<file path="src/rtl/core/psf_pkg.sv">
package psf_pkg;

    typedef enum logic [1:0] {
        OP_CLEAR = 2'd0,
        OP_ADD   = 2'd1,
        OP_FILL  = 2'd2,
        OP_NONE  = 2'd3
    } op_t;

    localparam int RESULT_LIMIT = 8;

endpackage

</file>
<file path="src/rtl/core/psf_if.sv">
interface psf_in_if #(parameter int COORD_BITS = 10);
    logic                  valid;
    logic                  ready;
    logic [1:0]            operation;
    logic [COORD_BITS-1:0] coord_x;
    logic [COORD_BITS-1:0] coord_y;

    modport source (output valid, output operation, output coord_x, output coord_y,
                    input ready);
    modport sink (input valid, input operation, input coord_x, input coord_y,
                  output ready);
endinterface

interface psf_out_if #(parameter int COORD_BITS = 10);
    logic                  valid;
    logic                  ready;
    logic [COORD_BITS-1:0] span_y;
    logic [COORD_BITS-1:0] span_x_first;
    logic [COORD_BITS-1:0] span_x_last;
    logic                  span_valid;
    logic                  overflow;
    logic                  last;

    modport source (output valid, output span_y, output span_x_first,
                    output span_x_last, output span_valid, output overflow,
                    output last, input ready);
    modport sink (input valid, input span_y, input span_x_first, input span_x_last,
                  input span_valid, input overflow, input last, output ready);
endinterface

</file>
<file path="src/rtl/core/psf_divider.sv">
// Restoring divider: unsigned numerator / denominator, one quotient bit a cycle
module psf_divider #(
    parameter int NUM_BITS = 20,
    parameter int DEN_BITS = 10
) (
    input  logic                clk,
    input  logic                rst_n,
    input  logic                start,
    input  logic [NUM_BITS-1:0] numer,
    input  logic [DEN_BITS-1:0] denom,
    output logic                done,
    output logic [NUM_BITS-1:0] quot,
    output logic                rem_nz
);
    localparam int CNT_BITS = $clog2(NUM_BITS + 1);

    logic [NUM_BITS-1:0] quot_reg, quot_next;
    logic [DEN_BITS:0]   rem_reg, rem_next;
    logic [DEN_BITS-1:0] den_reg, den_next;
    logic [CNT_BITS-1:0] cnt_reg, cnt_next;
    logic                busy_reg, busy_next;
    logic                done_reg, done_next;
    logic [DEN_BITS+1:0] trial;

    always_comb
    begin
        quot_next = quot_reg;
        rem_next  = rem_reg;
        den_next  = den_reg;
        cnt_next  = cnt_reg;
        busy_next = busy_reg;
        done_next = 1'b0;
        trial     = '0;
        if (start)
        begin
            quot_next = numer;
            rem_next  = '0;
            den_next  = denom;
            cnt_next  = CNT_BITS'(NUM_BITS);
            busy_next = 1'b1;
        end
        else if (busy_reg)
        begin
            // shift in next numerator bit, subtract when it fits
            trial = {rem_reg, quot_reg[NUM_BITS-1]} - {2'b00, den_reg};
            if (!trial[DEN_BITS+1])
            begin
                rem_next = trial[DEN_BITS:0];
                quot_next = {quot_reg[NUM_BITS-2:0], 1'b1};
            end
            else
            begin
                rem_next = {rem_reg[DEN_BITS-1:0], quot_reg[NUM_BITS-1]};
                quot_next = {quot_reg[NUM_BITS-2:0], 1'b0};
            end
            cnt_next = cnt_reg - 1'b1;
            if (cnt_reg == CNT_BITS'(1))
            begin
                busy_next = 1'b0;
                done_next = 1'b1;
            end
        end
    end

    always_ff @(posedge clk or negedge rst_n)
    begin
        if (!rst_n)
        begin
            busy_reg <= 1'b0;
            done_reg <= 1'b0;
            cnt_reg  <= '0;
        end
        else
        begin
            busy_reg <= busy_next;
            done_reg <= done_next;
            cnt_reg  <= cnt_next;
        end
    end

    always_ff @(posedge clk)
    begin
        quot_reg <= quot_next;
        rem_reg  <= rem_next;
        den_reg  <= den_next;
    end

    assign done   = done_reg;
    assign quot   = quot_reg;
    assign rem_nz = (rem_reg != '0);
endmodule

</file>
<file path="src/rtl/core/polygon_scanline_span_fill_top.sv">
// Clear, add-vertex and unused-code words are handled in the idle state. A fill walks
// the edges with a serial divide per crossing, sorts the crossings by insertion, then
// reads and emits each span (an empty line gives one span with span_valid low), and
// waits on any output stall; one word is worked on at a time, and the next word
// waits until the last span of a fill has been taken. Asynchronous active-low reset
// clears the vertex count, overflow flag and control; memories are not cleared.
module polygon_scanline_span_fill_top #(
    parameter int MAX_VERTICES = 16,
    parameter int COORD_BITS   = 10
) (
    input  logic clk,
    input  logic rst_n,
    psf_in_if.sink    in_ch,
    psf_out_if.source out_ch
);
    localparam int IDX_BITS = (MAX_VERTICES > 1) ? $clog2(MAX_VERTICES) : 1;
    localparam int CNT_BITS = $clog2(MAX_VERTICES + 1);
    localparam int NUM_BITS = 2 * COORD_BITS;
    localparam int PAIR_BITS = $clog2(psf_pkg::RESULT_LIMIT + 1);

    typedef enum logic [3:0] {
        S_IDLE, S_EDGE_RD, S_EDGE_RD2, S_EDGE_EVAL, S_DIV_WAIT,
        S_SORT_RD, S_SORT_LD, S_SORT_CMP, S_SORT_PUT, S_EMIT_RD, S_EMIT_RD2, S_OUT
    } state_t;

    // vertex and crossing memories
    logic [2*COORD_BITS-1:0] vtx_mem [MAX_VERTICES];
    logic [COORD_BITS-1:0]   crs_mem [MAX_VERTICES];

    state_t                state_reg;
    logic [CNT_BITS-1:0]   vcount_reg;
    logic                  ovf_reg;
    logic [COORD_BITS-1:0] y_reg;
    logic [CNT_BITS-1:0]   edge_reg;      // current edge index i
    logic [CNT_BITS-1:0]   ccount_reg;    // crossings found
    logic [2*COORD_BITS-1:0] va_reg;      // first endpoint
    logic [2*COORD_BITS-1:0] vrd_reg;     // vertex read data
    logic [COORD_BITS-1:0] crd_reg;       // crossing read data
    logic [COORD_BITS-1:0] xlo_reg;
    logic                  neg_reg;
    logic [CNT_BITS-1:0]   si_reg;        // sort outer index
    logic [CNT_BITS-1:0]   sp_reg;        // sort insert position
    logic [COORD_BITS-1:0] sv_reg;        // value being inserted
    logic [PAIR_BITS-1:0]  pairs_reg;
    logic [PAIR_BITS-1:0]  k_reg;
    logic [COORD_BITS-1:0] first_reg;

    // output register
    logic                  ovalid_reg;
    logic [COORD_BITS-1:0] oy_reg, oxf_reg, oxl_reg;
    logic                  osv_reg, oovf_reg, olast_reg;

    // memory port controls
    logic                  vrd_en;
    logic [IDX_BITS-1:0]   vrd_addr;
    logic                  vwr_en;
    logic [IDX_BITS-1:0]   vwr_addr;
    logic                  crd_en;
    logic [IDX_BITS-1:0]   crd_addr;
    logic                  cwr_en;
    logic [IDX_BITS-1:0]   cwr_addr;
    logic [COORD_BITS-1:0] cwr_data;

    // divider
    logic                  div_start;
    logic [NUM_BITS-1:0]   div_numer;
    logic [COORD_BITS-1:0] div_denom;
    logic                  div_done;
    logic [NUM_BITS-1:0]   div_quot;
    logic                  div_rem_nz;

    psf_divider #(.NUM_BITS(NUM_BITS), .DEN_BITS(COORD_BITS)) u_div (
        .clk    (clk),
        .rst_n  (rst_n),
        .start  (div_start),
        .numer  (div_numer),
        .denom  (div_denom),
        .done   (div_done),
        .quot   (div_quot),
        .rem_nz (div_rem_nz)
    );

    // edge geometry from the two endpoints
    logic [COORD_BITS-1:0] xa, ya, xb, yb, xlo, ylo, xhi, yhi;
    logic                  hit;
    logic [COORD_BITS-1:0] dx_abs;
    logic [COORD_BITS-1:0] dy;
    logic [COORD_BITS-1:0] dyc;
    logic [CNT_BITS-1:0]   next_edge;
    logic [IDX_BITS-1:0]   si_dbl;
    logic [COORD_BITS:0]   xc_sum;
    logic [COORD_BITS-1:0] q_adj;

    always_comb
    begin
        xa = va_reg[2*COORD_BITS-1:COORD_BITS];
        ya = va_reg[COORD_BITS-1:0];
        xb = vrd_reg[2*COORD_BITS-1:COORD_BITS];
        yb = vrd_reg[COORD_BITS-1:0];
        if (ya < yb)
        begin
            xlo = xa; ylo = ya; xhi = xb; yhi = yb;
        end
        else
        begin
            xlo = xb; ylo = yb; xhi = xa; yhi = ya;
        end
        hit    = (ya != yb) && (y_reg >= ylo) && (y_reg < yhi);
        dx_abs = (xhi >= xlo) ? (xhi - xlo) : (xlo - xhi);
        dy     = yhi - ylo;
        dyc    = y_reg - ylo;
        next_edge = edge_reg + 1'b1;
        si_dbl = IDX_BITS'({k_reg, 1'b0});
        // floor for negative slope: -(q + (rem != 0))
        q_adj  = div_quot[COORD_BITS-1:0] + {{(COORD_BITS-1){1'b0}}, div_rem_nz};
        xc_sum = neg_reg ? ({1'b0, xlo_reg} - {1'b0, q_adj})
                         : ({1'b0, xlo_reg} + {1'b0, div_quot[COORD_BITS-1:0]});
    end

    assign in_ch.ready = (state_reg == S_IDLE) && !ovalid_reg;
    wire in_acc = in_ch.valid && in_ch.ready;
    wire out_acc = out_ch.valid && out_ch.ready;

    // control
    always_comb
    begin
        vrd_en = 1'b0; vrd_addr = '0;
        vwr_en = 1'b0; vwr_addr = vcount_reg[IDX_BITS-1:0];
        crd_en = 1'b0; crd_addr = '0;
        cwr_en = 1'b0; cwr_addr = '0; cwr_data = '0;
        div_start = 1'b0;
        div_numer = NUM_BITS'(dyc) * NUM_BITS'(dx_abs);
        div_denom = dy;
        if (in_acc && (psf_pkg::op_t'(in_ch.operation) == psf_pkg::OP_ADD)
            && (vcount_reg < CNT_BITS'(MAX_VERTICES)))
            vwr_en = 1'b1;
        unique case (state_reg)
            S_IDLE:
            begin
                if (in_acc) begin vrd_en = 1'b1; vrd_addr = '0; end
            end
            S_EDGE_RD:
            begin
                vrd_en = 1'b1;
                vrd_addr = (next_edge == vcount_reg) ? '0 : next_edge[IDX_BITS-1:0];
            end
            S_EDGE_EVAL:
            begin
                if (hit) div_start = 1'b1;
            end
            S_DIV_WAIT:
            begin
                if (div_done)
                begin
                    cwr_en = 1'b1;
                    cwr_addr = ccount_reg[IDX_BITS-1:0];
                    cwr_data = xc_sum[COORD_BITS-1:0];
                end
            end
            S_SORT_RD:
            begin
                // fetch the value to insert
                crd_en = 1'b1; crd_addr = si_reg[IDX_BITS-1:0];
            end
            S_SORT_LD:
            begin
                crd_en = 1'b1; crd_addr = sp_reg[IDX_BITS-1:0] - 1'b1;
            end
            S_SORT_CMP:
            begin
                // shift up and probe the next lower entry in the same cycle
                if (crd_reg > sv_reg)
                begin
                    cwr_en = 1'b1; cwr_addr = sp_reg[IDX_BITS-1:0]; cwr_data = crd_reg;
                    crd_en = 1'b1; crd_addr = sp_reg[IDX_BITS-1:0] - IDX_BITS'(2);
                end
            end
            S_SORT_PUT:
            begin
                cwr_en = 1'b1; cwr_addr = sp_reg[IDX_BITS-1:0]; cwr_data = sv_reg;
            end
            S_EMIT_RD:
            begin
                crd_en = 1'b1; crd_addr = si_dbl;
            end
            S_EMIT_RD2:
            begin
                crd_en = 1'b1; crd_addr = si_dbl + 1'b1;
            end
            default: ;
        endcase
    end

    // memories
    always_ff @(posedge clk)
    begin
        if (vwr_en)
            vtx_mem[vwr_addr] <= {in_ch.coord_x, in_ch.coord_y};
        if (vrd_en)
            vrd_reg <= vtx_mem[vrd_addr];
        if (cwr_en)
            crs_mem[cwr_addr] <= cwr_data;
        if (crd_en)
            crd_reg <= crs_mem[crd_addr];
    end

    // sequencer with output register
    always_ff @(posedge clk or negedge rst_n)
    begin
        if (!rst_n)
        begin
            state_reg  <= S_IDLE;
            vcount_reg <= '0;
            ovf_reg    <= 1'b0;
            ovalid_reg <= 1'b0;
            edge_reg   <= '0;
            ccount_reg <= '0;
            si_reg     <= '0;
            sp_reg     <= '0;
            pairs_reg  <= '0;
            k_reg      <= '0;
        end
        else
        begin
            if (out_acc && (state_reg != S_OUT))
                ovalid_reg <= 1'b0;
            unique case (state_reg)
                S_IDLE:
                begin
                    if (in_acc)
                    begin
                        y_reg <= in_ch.coord_y;
                        unique case (psf_pkg::op_t'(in_ch.operation))
                            psf_pkg::OP_CLEAR:
                            begin
                                vcount_reg <= '0;
                                ovf_reg <= 1'b0;
                            end
                            psf_pkg::OP_ADD:
                            begin
                                if (vcount_reg < CNT_BITS'(MAX_VERTICES))
                                    vcount_reg <= vcount_reg + 1'b1;
                                else
                                    ovf_reg <= 1'b1;
                            end
                            psf_pkg::OP_FILL:
                            begin
                                edge_reg <= '0;
                                ccount_reg <= '0;
                                if (vcount_reg < CNT_BITS'(2))
                                begin
                                    pairs_reg <= '0;
                                    k_reg <= '0;
                                    state_reg <= S_EMIT_RD;
                                end
                                else
                                    state_reg <= S_EDGE_RD;
                            end
                            default: ;
                        endcase
                    end
                end
                S_EDGE_RD:
                begin
                    va_reg <= vrd_reg;
                    state_reg <= S_EDGE_RD2;
                end
                S_EDGE_RD2:
                    state_reg <= S_EDGE_EVAL;
                S_EDGE_EVAL:
                begin
                    xlo_reg <= xlo;
                    neg_reg <= (xhi < xlo);
                    if (hit)
                        state_reg <= S_DIV_WAIT;
                    else if (next_edge == vcount_reg)
                    begin
                        si_reg <= CNT_BITS'(1);
                        state_reg <= S_SORT_RD;
                        sp_reg <= CNT_BITS'(1);
                    end
                    else
                    begin
                        edge_reg <= next_edge;
                        state_reg <= S_EDGE_RD;
                    end
                end
                S_DIV_WAIT:
                begin
                    if (div_done)
                    begin
                        ccount_reg <= ccount_reg + 1'b1;
                        if (next_edge == vcount_reg)
                        begin
                            si_reg <= CNT_BITS'(1);
                            sp_reg <= CNT_BITS'(1);
                            state_reg <= S_SORT_RD;
                        end
                        else
                        begin
                            edge_reg <= next_edge;
                            state_reg <= S_EDGE_RD;
                        end
                    end
                end
                S_SORT_RD:
                begin
                    // outer loop check
                    if (si_reg >= ccount_reg)
                    begin
                        k_reg <= '0;
                        if ((ccount_reg >> 1) > CNT_BITS'(psf_pkg::RESULT_LIMIT))
                            pairs_reg <= PAIR_BITS'(psf_pkg::RESULT_LIMIT);
                        else
                            pairs_reg <= PAIR_BITS'(ccount_reg >> 1);
                        state_reg <= S_EMIT_RD;
                    end
                    else
                    begin
                        sp_reg <= si_reg;
                        state_reg <= S_SORT_LD;
                    end
                end
                S_SORT_LD:
                begin
                    sv_reg <= crd_reg;
                    state_reg <= S_SORT_CMP;
                end
                S_SORT_CMP:
                begin
                    // crd_reg holds entry sp-1
                    if (crd_reg > sv_reg)
                    begin
                        sp_reg <= sp_reg - 1'b1;
                        state_reg <= (sp_reg == CNT_BITS'(1)) ? S_SORT_PUT : S_SORT_CMP;
                    end
                    else
                        state_reg <= S_SORT_PUT;
                end
                S_SORT_PUT:
                begin
                    si_reg <= si_reg + 1'b1;
                    state_reg <= S_SORT_RD;
                end
                S_EMIT_RD:
                    state_reg <= (pairs_reg == '0) ? S_OUT : S_EMIT_RD2;
                S_EMIT_RD2:
                begin
                    first_reg <= crd_reg;
                    state_reg <= S_OUT;
                end
                S_OUT:
                begin
                    if (!ovalid_reg || out_acc)
                    begin
                        ovalid_reg <= 1'b1;
                        oy_reg   <= y_reg;
                        oovf_reg <= ovf_reg;
                        if (pairs_reg == '0)
                        begin
                            oxf_reg <= '0; oxl_reg <= '0;
                            osv_reg <= 1'b0; olast_reg <= 1'b1;
                            state_reg <= S_IDLE;
                        end
                        else
                        begin
                            oxf_reg <= first_reg; oxl_reg <= crd_reg;
                            osv_reg <= 1'b1;
                            olast_reg <= (k_reg + 1'b1 == pairs_reg);
                            k_reg <= k_reg + 1'b1;
                            state_reg <= (k_reg + 1'b1 == pairs_reg) ? S_IDLE : S_EMIT_RD;
                        end
                    end
                end
                default: state_reg <= S_IDLE;
            endcase
        end
    end

    assign out_ch.valid        = ovalid_reg;
    assign out_ch.span_y       = oy_reg;
    assign out_ch.span_x_first = oxf_reg;
    assign out_ch.span_x_last  = oxl_reg;
    assign out_ch.span_valid   = osv_reg;
    assign out_ch.overflow     = oovf_reg;
    assign out_ch.last         = olast_reg;
endmodule

</file>
<file path="src/flat_wrapper.sv">
// flat-port wrapper written by rule: the top's interface ports become plain ports
module polygon_scanline_span_fill_top_flat 
#(
    parameter int MAX_VERTICES = 16,
    parameter int COORD_BITS   = 10
)
  (clk, rst_n, in_ch_valid, in_ch_operation, in_ch_coord_x, in_ch_coord_y, in_ch_ready, out_ch_valid, out_ch_span_y, out_ch_span_x_first, out_ch_span_x_last, out_ch_span_valid, out_ch_overflow, out_ch_last, out_ch_ready);
  psf_in_if #(.COORD_BITS(COORD_BITS)) in_ch_i ();
  psf_out_if #(.COORD_BITS(COORD_BITS)) out_ch_i ();
  input  logic clk;
  input  logic rst_n;
  input wire logic [$bits(in_ch_i.valid)-1:0] in_ch_valid;
  input wire logic [$bits(in_ch_i.operation)-1:0] in_ch_operation;
  input wire logic [$bits(in_ch_i.coord_x)-1:0] in_ch_coord_x;
  input wire logic [$bits(in_ch_i.coord_y)-1:0] in_ch_coord_y;
  output wire logic [$bits(in_ch_i.ready)-1:0] in_ch_ready;
  output wire logic [$bits(out_ch_i.valid)-1:0] out_ch_valid;
  output wire logic [$bits(out_ch_i.span_y)-1:0] out_ch_span_y;
  output wire logic [$bits(out_ch_i.span_x_first)-1:0] out_ch_span_x_first;
  output wire logic [$bits(out_ch_i.span_x_last)-1:0] out_ch_span_x_last;
  output wire logic [$bits(out_ch_i.span_valid)-1:0] out_ch_span_valid;
  output wire logic [$bits(out_ch_i.overflow)-1:0] out_ch_overflow;
  output wire logic [$bits(out_ch_i.last)-1:0] out_ch_last;
  input wire logic [$bits(out_ch_i.ready)-1:0] out_ch_ready;
  assign in_ch_i.valid = in_ch_valid;
  assign in_ch_i.operation = in_ch_operation;
  assign in_ch_i.coord_x = in_ch_coord_x;
  assign in_ch_i.coord_y = in_ch_coord_y;
  assign in_ch_ready = in_ch_i.ready;
  assign out_ch_valid = out_ch_i.valid;
  assign out_ch_span_y = out_ch_i.span_y;
  assign out_ch_span_x_first = out_ch_i.span_x_first;
  assign out_ch_span_x_last = out_ch_i.span_x_last;
  assign out_ch_span_valid = out_ch_i.span_valid;
  assign out_ch_overflow = out_ch_i.overflow;
  assign out_ch_last = out_ch_i.last;
  assign out_ch_i.ready = out_ch_ready;
  polygon_scanline_span_fill_top #(.MAX_VERTICES(MAX_VERTICES), .COORD_BITS(COORD_BITS)) u_core (.clk(clk), .rst_n(rst_n), .in_ch(in_ch_i), .out_ch(out_ch_i));
endmodule
</file>
<file path="config.mk">
export PLATFORM = sky130hd
export DESIGN_NAME = polygon_scanline_span_fill_top_flat
export DESIGN_NICKNAME = d
export VERILOG_FILES = /design/src/rtl/core/psf_pkg.sv /design/src/rtl/core/psf_if.sv /design/src/rtl/core/psf_divider.sv /design/src/rtl/core/polygon_scanline_span_fill_top.sv /design/src/flat_wrapper.sv
export SDC_FILE = /design/constraint.sdc
export NUM_CORES = 1
export LEC_CHECK = 0
export ABC_AREA = 1
export BUFFER_PORTS_ARGS = -buffer_cell sky130_fd_sc_hd__clkbuf_2
export CAP_MARGIN = 40
export CORE_MARGIN = 3
export CORE_UTILIZATION = 50
export CTS_BUF_LIST = sky130_fd_sc_hd__clkbuf_4
export CTS_CLUSTER_DIAMETER = 120
export DETAILED_ROUTE_END_ITERATION = 6
export PLACE_DENSITY_LB_ADDON = 0.2
export SETUP_SLACK_MARGIN = 0.4
export SLEW_MARGIN = 15
export SYNTH_ARGS = -nofsm -noshare
export SYNTH_HDL_FRONTEND = slang
export SYNTH_SLANG_ARGS = --single-unit
</file>
<file path="constraint.sdc">
create_clock -name clk -period 10.5 [get_ports clk]
set_input_delay 2.1 -clock clk [delete_from_list [all_inputs] [get_ports clk]]
set_output_delay 2.1 -clock clk [all_outputs]
set_load 0.005 [all_outputs]
</file>
# == Yosys cells after proc, flatten, opt, wreduce, memory -nomap -nowiden ==
# Memories as Yosys holds them, arrays and structs flattened. A register that Yosys moved wholly into a read port is not among the register bits.
# Index checks and enable logic that the tools add are counted.
# word_totals
ff_bits,181
ramBits,480
in_bits,26
out_inout_bits,35
wordCells,219
mem_count,2
# classes
addsub,18
multipliers,1
magnitude_cmp,10
n_eq_ne,31
muxes,91
reduce_logical,38
# mem_list
memory,words,width,read_ports,rd_ports_with_merged_regs,write_ports,line,source
u_core.vtx_mem,16,20,1,1,1,polygon_scanline_span_fill_top.sv:27,logic [2*COORD_BITS-1:0] vtx_mem [MAX_VERTICES];
u_core.crs_mem,16,10,1,1,1,polygon_scanline_span_fill_top.sv:28,logic [COORD_BITS-1:0] crs_mem [MAX_VERTICES];
# op_table
cell,n
two-way mux 4 bit,24
two-way mux 5 bit,17
two-way mux 10 bit,8
subtractor 10 bit,5
case mux 4 bit (12 select lines),1
two-way mux 20 bit,2
less-than comparator 10 bit,3
case mux 10 bit (3 select lines),1
case mux 5 bit (3 select lines),2
case mux 4 bit (3 select lines),2
two-way mux 1 bit,23
"adder 5 x 1 -> 5 bit, second input constant",4
>= comparator 10 bit,2
multiplier 10 x 10 -> 20 bit,1
case mux 4 bit (5 select lines),1
case mux 5 bit (2 select lines),2
case mux 5 bit (4 select lines),1
"equality test 4 x 3 -> 1 bit, second input constant",4
"equality test 4 bit, second input constant",4
"!= test 2 bit, second input constant",8
AND reduction 4 bit,4
AND reduction 5 bit,3
subtractor 12 x 10 -> 12 bit,1
two-way mux 11 bit,1
38 further kinds,65

# == Depth between registers and ports, before layout ==
# Gate-level depths: netlist of the first run.
# depth
word_depth,8
mapped_depth,45
mapped_depth_nobuf,42

# == By module ==
# From an unflattened synthesis of the first run, not the netlist that was laid out.
# unflattened
cells_unflattened,3770
area_unflattened_um2,36864.1
# by_module_without_submodules
mod,instances,cells_each,area_per_inst_um2,seq_area_each_um2
polygon_scanline_span_fill_top,1,3433,34110.2,19113.3
psf_divider,1,337,2753.9,1296.2

# == Worst setup path after synthesis of the first run ==
# OpenSTA, ideal clock, no wires.
# synth_timing
path_kind,reg-to-reg
start,register u_core.vrd_reg[8] (read register of u_core.vtx_mem)
end,register u_core.u_div.quot_reg[17] (netlist: u_core.u_div.quot[17]) (data pin)
setup_ps,262
arrival_ps,7400
required_ps,10238
path_slack_ps,2839
stages_incl_launch_ff,39
n_path_buf,3
period_less_slack_ps,7661
cell_sequence,edfxtp_1 inv_1 ha_1 nand2_1 inv_2 a21oi_2 nand3_2 buf_6 buf_6 buf_4 nand2_1 o21ai_0 ha_1 nand2_1 o21ai_0 a21oi_1 or2_2 o21bai_1 (+3 left out) inv_1 fa_1 fa_1 fa_1 inv_1 fa_1 inv_1 ha_1 nand2_1 nor3_1 nand2_1 nand3_1 nand3_1 o21bai_1 nand3_1 nand2_1 xor2_1 o21ai_0
# synth_between
elab_chain_cells,8
elab_cells_between_ends,19
cone_classes,3 x add/sub; 1 x mul; 4 x order compare; 1 x eq/ne; 8 x mux; 2 x reduce/logical
# synth_rtl
element,line,source
start: declaration,polygon_scanline_span_fill_top.sv:37,logic [2*COORD_BITS-1:0] vrd_reg;
"parallel branches: the longest is 7 deep, another holds multiplier 10 x 10 -> 20 bit",--,
two-way mux 20 bit *,psf_divider.sv:34,if (start)
named net u_core.u_div.quot_next[17],psf_divider.sv:17,"logic [NUM_BITS-1:0] quot_reg, quot_next;"
end signal: assignment,psf_divider.sv:83,quot_reg <= quot_next;
end: declaration,psf_divider.sv:17,
# Mark *: on every way through the listed nets, which the timed path passes.
# A chain may end at the register's enable or synchronous reset.

# == Worst setup path in the final report of the first run ==
# Ends and elaborated chain as after synthesis.

==> impl_metrics.toml, run 1 <==
[final_layout]
final_cell_count_no_fill = 5139
multi_input_area_um2 = 13900
largest_register_ffs = 320
layout_common_cells = "706 x nand2_1, 634 x edfxtp_1, 616 x inv_1, 438 x nand3_1, 324 x nor2_1"
reg_top3 = "u_core.vtx_mem x320, u_core.crs_mem x160"
largest-register = "u_core.vtx_mem"
fin_nets = 4282
drive_gt1_share_pct = 12.9
regArea_um2 = 20400
fillers = 6536
area_growth_pct = 11.0
mostFrequentLayoutCell = "nand2_1"

[synthesis]
ys_top_cells_by_area = "edfxtp_1 51%, nand2_1 7.2%, inv_1 6.2%"
yosys.cell_types.count = 57
syn_avg_cell_area_um2 = 9.65
synth_xor_area_share_pct = 1.58
synth.area.mux_share_pct = 0
synth_compound_area_share_pct = 5.51
synth_top_area_share_pct = 51.2
synth_top_family_by_area = "simple AND/OR/NAND/NOR gates"
ys_seq_area_share_pct = 54.9
ys_warn_count = 0
synth_area_um2 = 37200
synth_edf_count = 634
synth_fa_ha_area_share_pct = 8.70
yosysTopAreaCell = "edfxtp_1"
synthFlopType = "edfxtp_1"
synth-seq-cells = 691
synth-simple-area-share_pct = 21.3
synthArstFlopShare_pct = 6.66
syn_inst = 3851
syn_nets = 4095

[clock_network]
clkSinkCount = 691
clkTransAtPathRegs_ns = 0.08
cts_setup_buffers = 0
cts_tree = "yes"
root_buffer = "clkbuf_4"
clock_latency_ns = 1.05
clk_path_buf_depth = 3
cts_hold_buf = 0
htreeDepth = 4
cts_resized = 0
numCtsBuffers = 182

[floorplanning]
start_util_pct = 50.7
rows = 99
die_h_um = 279
die-width_um = 279
core_area_um2 = 73300
dieArea_um2 = 77600
top_level_ports = 61

[worst_setup_path]
r2r-start = "u_core.vrd_reg[8]$_DFFE_PP_"
slowest_delay_ns = 0.52
endpoint = "u_core.u_div.quot[17]$_DFFE_PP_"
cp_slowest_cell = "fa_1"
cp.arrival_ns = 9.49
worstPathRequired_ns = 11.22
r2r_cells = 39
crit_type = "reg2reg"
startpoint = "u_core.vrd_reg[8]$_DFFE_PP_"
regToRegSetupSlack_ns = 1.73
rr_endpoint = "u_core.u_div.quot[17]$_DFFE_PP_"
endpoint_kind = "flop"
crit_fanout = 25
start_kind = "flop"

[global_routing]
grt_max_degree = 87
antenna_found_initial = 5
grt-ovfl-total = 0
grt_pass1_wl_mm = 146
grt_pass1_vias = 26500
grt_usage_pct = 24.1

[sta]
hold_slack_ns = 0.441
worst_slew_pin_slew_ns = 0.845
maxSlewViolCount = 0
setup_tns_ns = 0
rsz0062_at_grt = "no"
maxSlewHeadroom_pct = 43.7
period_share_pct = 83.5
fin_skew_ns = 0.0902
post-route-min-period_ns = 8.77
finalHoldViolCount = 0
setup_viol = 0
timing.fmax_ghz = 0.114

[detailed_routing]
final_antenna_net_count = 0
drc = 0
viasPerCell = 5.33
first_pass_iters = 5
drt_iter0_drc = 2447
wirelength_mm = 93.0
vias = 27400
wl_per_cell_um = 18.1

[placement]
place_hpwl_mm = 59.7
place_inst = 4810
io_buffers = 60
globalplace.congestion = 0.905

[worst_hold_path]
hold_path.class = "reg2reg"

[outcome]
outcome = "finished, final reports clean"

[run]
cap_violations = 0
[cell families after synthesis]
family | after synthesis
AO/OA/AOI/OAI | 357
XOR/XNOR | 67
adder cells (fa/ha/maj) | 218
buffers and inverters | 761
flip-flops | 691
AND/OR/NAND/NOR | 1757
[layer usage]
| metal | GRT usage, % | vias to the layer above | wire length [µm] |
|---|---|---|---|
| met2 | 37.3 | 930 | 42000 |
| met1 | 33.8 | 12900 | 41800 |
| met5 | 0 | - | 27 |
| li1 | - | 13400 | - |
| met3 | 4.38 | 195 | 6370 |
| met4 | 9.64 | 4 | 2830 |
[Yosys cell counts, types with 5 or more instances]
| cell type | number |
|---|---|
| ha_1 | 151 |
| xnor2_1 | 21 |
| dfrtp_1 | 46 |
| o21bai_1 | 6 |
| nor3b_1 | 5 |
| nand3b_1 | 84 |
| xor2_1 | 46 |
| o21ai_1 | 7 |
| inv_1 | 618 |
| buf_2 | 27 |
| inv_2 | 5 |
| clkbuf_1 | 84 |
| nand2_1 | 709 |
| nand2_2 | 14 |
| nor4_1 | 9 |
| o211ai_1 | 29 |
| nor3_1 | 23 |
| buf_4 | 15 |
| o22ai_1 | 6 |
| dfxtp_1 | 11 |
| nor2_1 | 343 |
| edfxtp_1 | 634 |
| nand3_1 | 441 |
| buf_1 | 7 |
| or2_2 | 50 |
| a21oi_1 | 77 |
| o21ai_0 | 182 |
| a31oi_1 | 5 |
| fa_1 | 67 |
| o221ai_1 | 10 |
| nand4_1 | 68 |
[worst max-delay path: cells and delay by family, from the launching register on]
family	cells	cell delay, ns
buffers and inverters	8	0.55
AND/OR/NAND/NOR	15	2.04
adder cells (fa/ha/maj)	8	3.57
flip-flops	1	0.38
AO/OA/AOI/OAI	7	1.76
XOR/XNOR	1	0.13
[worst min-delay path by stage]
stage | startpoint | endpoint | slack (ns) | depth (start not counted)
floorplan | u_core.ovf_reg$_DFFE_PN0P_ | u_core.out_ch.overflow$_DFFE_PP_ | 0.43 | 0
CTS | u_core.ovf_reg$_DFFE_PN0P_ | u_core.out_ch.overflow$_DFFE_PP_ | 0.45 | 0
finish | u_core.ovf_reg$_DFFE_PN0P_ | u_core.out_ch.overflow$_DFFE_PP_ | 0.44 | 0
global route | u_core.ovf_reg$_DFFE_PN0P_ | u_core.out_ch.overflow$_DFFE_PP_ | 0.46 | 0
detailed placement | u_core.vrd_reg[3]$_DFFE_PP_ | u_core.va_reg[3]$_DFFE_PP_ | 0.44 | 0
global placement | u_core.vrd_reg[2]$_DFFE_PP_ | u_core.va_reg[2]$_DFFE_PP_ | 0.43 | 0
[cell type report]
cell class	instances	area share [%]
Antenna cell	4	0.0243
Clock buffer	270	4.92
Sequential cell	691	49.5
Inverter	626	5.71
Tap cell	959	2.91
Clock inverter	52	0.731
Timing Repair Buffer	138	2.51
Multi-Input combinational cell	2399	33.7
[through the flow]
stage	area, µm²	utilization (%)	setup slack, ns
2_1_floorplan	37200	-	2.84
3_3_place_gp	38500	52.5	1.92
3_5_place_dp	38800	53.0	1.81
4_1_cts	41200	56.1	1.76
5_1_grt	41200	56.2	0.893
6_report	41200	56.2	1.73
Power of run 1 is left out: the tool's default activity adds up to more than one toggle a clock period on the data nets, which glitch-free logic cannot reach.
==> run 2, diff against run 1 <==
clock period = 7.7 ns   (was 10.5 ns; I/O delays follow)
==> impl_metrics.toml, run 2 (synthesized netlist as in run 1, its figures left out) <==
[clock_network]
clkSinkCount = 691
clkTransAtPathRegs_ns = 0.06
clk_path_buf_depth = 3
numCtsBuffers = 180
root_buffer = "clkbuf_4"
htreeDepth = 4
clock_latency_ns = 1.02
cts_tree = "yes"

[sta]
worst_slew_pin_slew_ns = 0.883
finalHoldViolCount = 0
period_share_pct = 94.6
setup_tns_ns = 0
fin_skew_ns = 0.0709
timing.fmax_ghz = 0.137
maxSlewHeadroom_pct = 41.2
post-route-min-period_ns = 7.28
maxSlewViolCount = 0
rsz0062_at_grt = "yes"
setup_viol = 0

[final_layout]
fin_nets = 4356
mostFrequentLayoutCell = "nand2_1"
largest_register_ffs = 320
drive_gt1_share_pct = 17.3
area_growth_pct = 14.5
fillers = 6349
reg_top3 = "u_core.vtx_mem x320, u_core.crs_mem x160"
layout_common_cells = "678 x nand2_1, 634 x edfxtp_1, 600 x inv_1, 428 x nand3_1, 313 x nor2_1"
largest-register = "u_core.vtx_mem"

[worst_setup_path]
crit_type = "reg2reg"
crit_fanout = 7
worstPathRequired_ns = 8.43
cp.arrival_ns = 8.01
cp_slowest_cell = "fa_1"
slowest_delay_ns = 0.52
start_kind = "flop"
critPathMostFrequentCell = "fa_1"
endpoint_kind = "flop"

[placement]
globalplace.congestion = 0.937
place_hpwl_mm = 59.4
io_buffers = 60

[floorplanning]
die_h_um = 279
die-width_um = 279
core_area_um2 = 73300
start_util_pct = 50.7
dieArea_um2 = 77600
rows = 99
top_level_ports = 61

[detailed_routing]
vias = 27900
wirelength_mm = 94.7
final_antenna_net_count = 0
wl_per_cell_um = 18.2
drc = 0
viasPerCell = 5.36
first_pass_iters = 6
drt_iter0_drc = 2445

[global_routing]
grt-ovfl-total = 0
grt_usage_pct = 24.1
antenna_found_initial = 5
grt_pass1_vias = 26200
grt_pass1_wl_mm = 146
grt_max_degree = 90

[run]
cap_violations = 0

[worst_hold_path]
hold_path.class = "reg2reg"

[outcome]
outcome = "finished, final reports clean"
==> run 2: repair_timing <==
item	in CTS	in global routing
endpoints found under the setup margin	7	11
cloned	1	2
setup buffers	16	38
hold buffers	0	0
pin swaps	13	53
gates resized for setup	16	112
==> run 2: final cells by class <==
type | count | area, µm² | share of cell area [%]
flip-flops and latches | 691 | 20400 | 48.0
clock inverters | 47 | 303 | 0.712
multi-input cells | 2400 | 14600 | 34.2
repair buffers | 213 | 1700 | 4.00
inverters | 626 | 2360 | 5.54
clock buffers | 266 | 2000 | 4.69
diodes | 4 | 10.0 | 0.0235
well taps | 959 | 1200 | 2.82
==> run 2: critical path, delay by kind of cell (launching register included) <==
family / cells / cell delay [ns]
AO/OA/AOI/OAI: 4 / 0.46
XOR/XNOR: 2 / 0.27
adder cells (fa/ha/maj): 9 / 3.66
buffers and inverters: 10 / 1.05
flip-flops: 1 / 0.47
AND/OR/NAND/NOR: 12 / 1.07
==> run 2: through the flow <==
step	hold WS (ns)	utilization [%]	instances	setup WS, ns	instance area, µm²
global route	0.470	58.0	5205	0.0707	42500
CTS	0.453	56.8	5157	0.402	41600
floorplan	0.425	-	3851	0.402	37300
detailed placement	0.435	53.3	4827	0.0610	39100
global placement	0.431	53.0	4808	0.180	38900
finish	0.457	58.0	5206	0.419	42500
==> run 2: final timing paths <==
kind                                             start  cells past startpoint  slack (ns)                              end
setup / recovery            u_core.va_reg[5]$_DFFE_PP_                     37        0.42  u_core.u_div.quot[15]$_DFFE_PP_
hold / removal             u_core.vrd_reg[6]$_DFFE_PP_                      0        0.46       u_core.va_reg[6]$_DFFE_PP_
setup reg to reg            u_core.va_reg[5]$_DFFE_PP_                     37        0.42  u_core.u_div.quot[15]$_DFFE_PP_
hold reg to reg            u_core.vrd_reg[6]$_DFFE_PP_                      0        0.46       u_core.va_reg[6]$_DFFE_PP_
max in group asynchronous                        rst_n                      2        6.54       u_core.ovf_reg$_DFFE_PN0P_
min in group asynchronous                        rst_n                      2        0.67  u_core.u_div.busy_reg$_DFF_PN0_
==> run 2: per-layer routing <==
layer  global-route usage (%)  vias up  share of wire, %
met3                     4.75      176               7.2
met1                     34.1    13200                44
li1                         -    13500                 -
met5                        0        -             0.029
met4                     7.92        4               2.3
met2                     37.7      981                46
Power of run 2 is left out for the same reason.
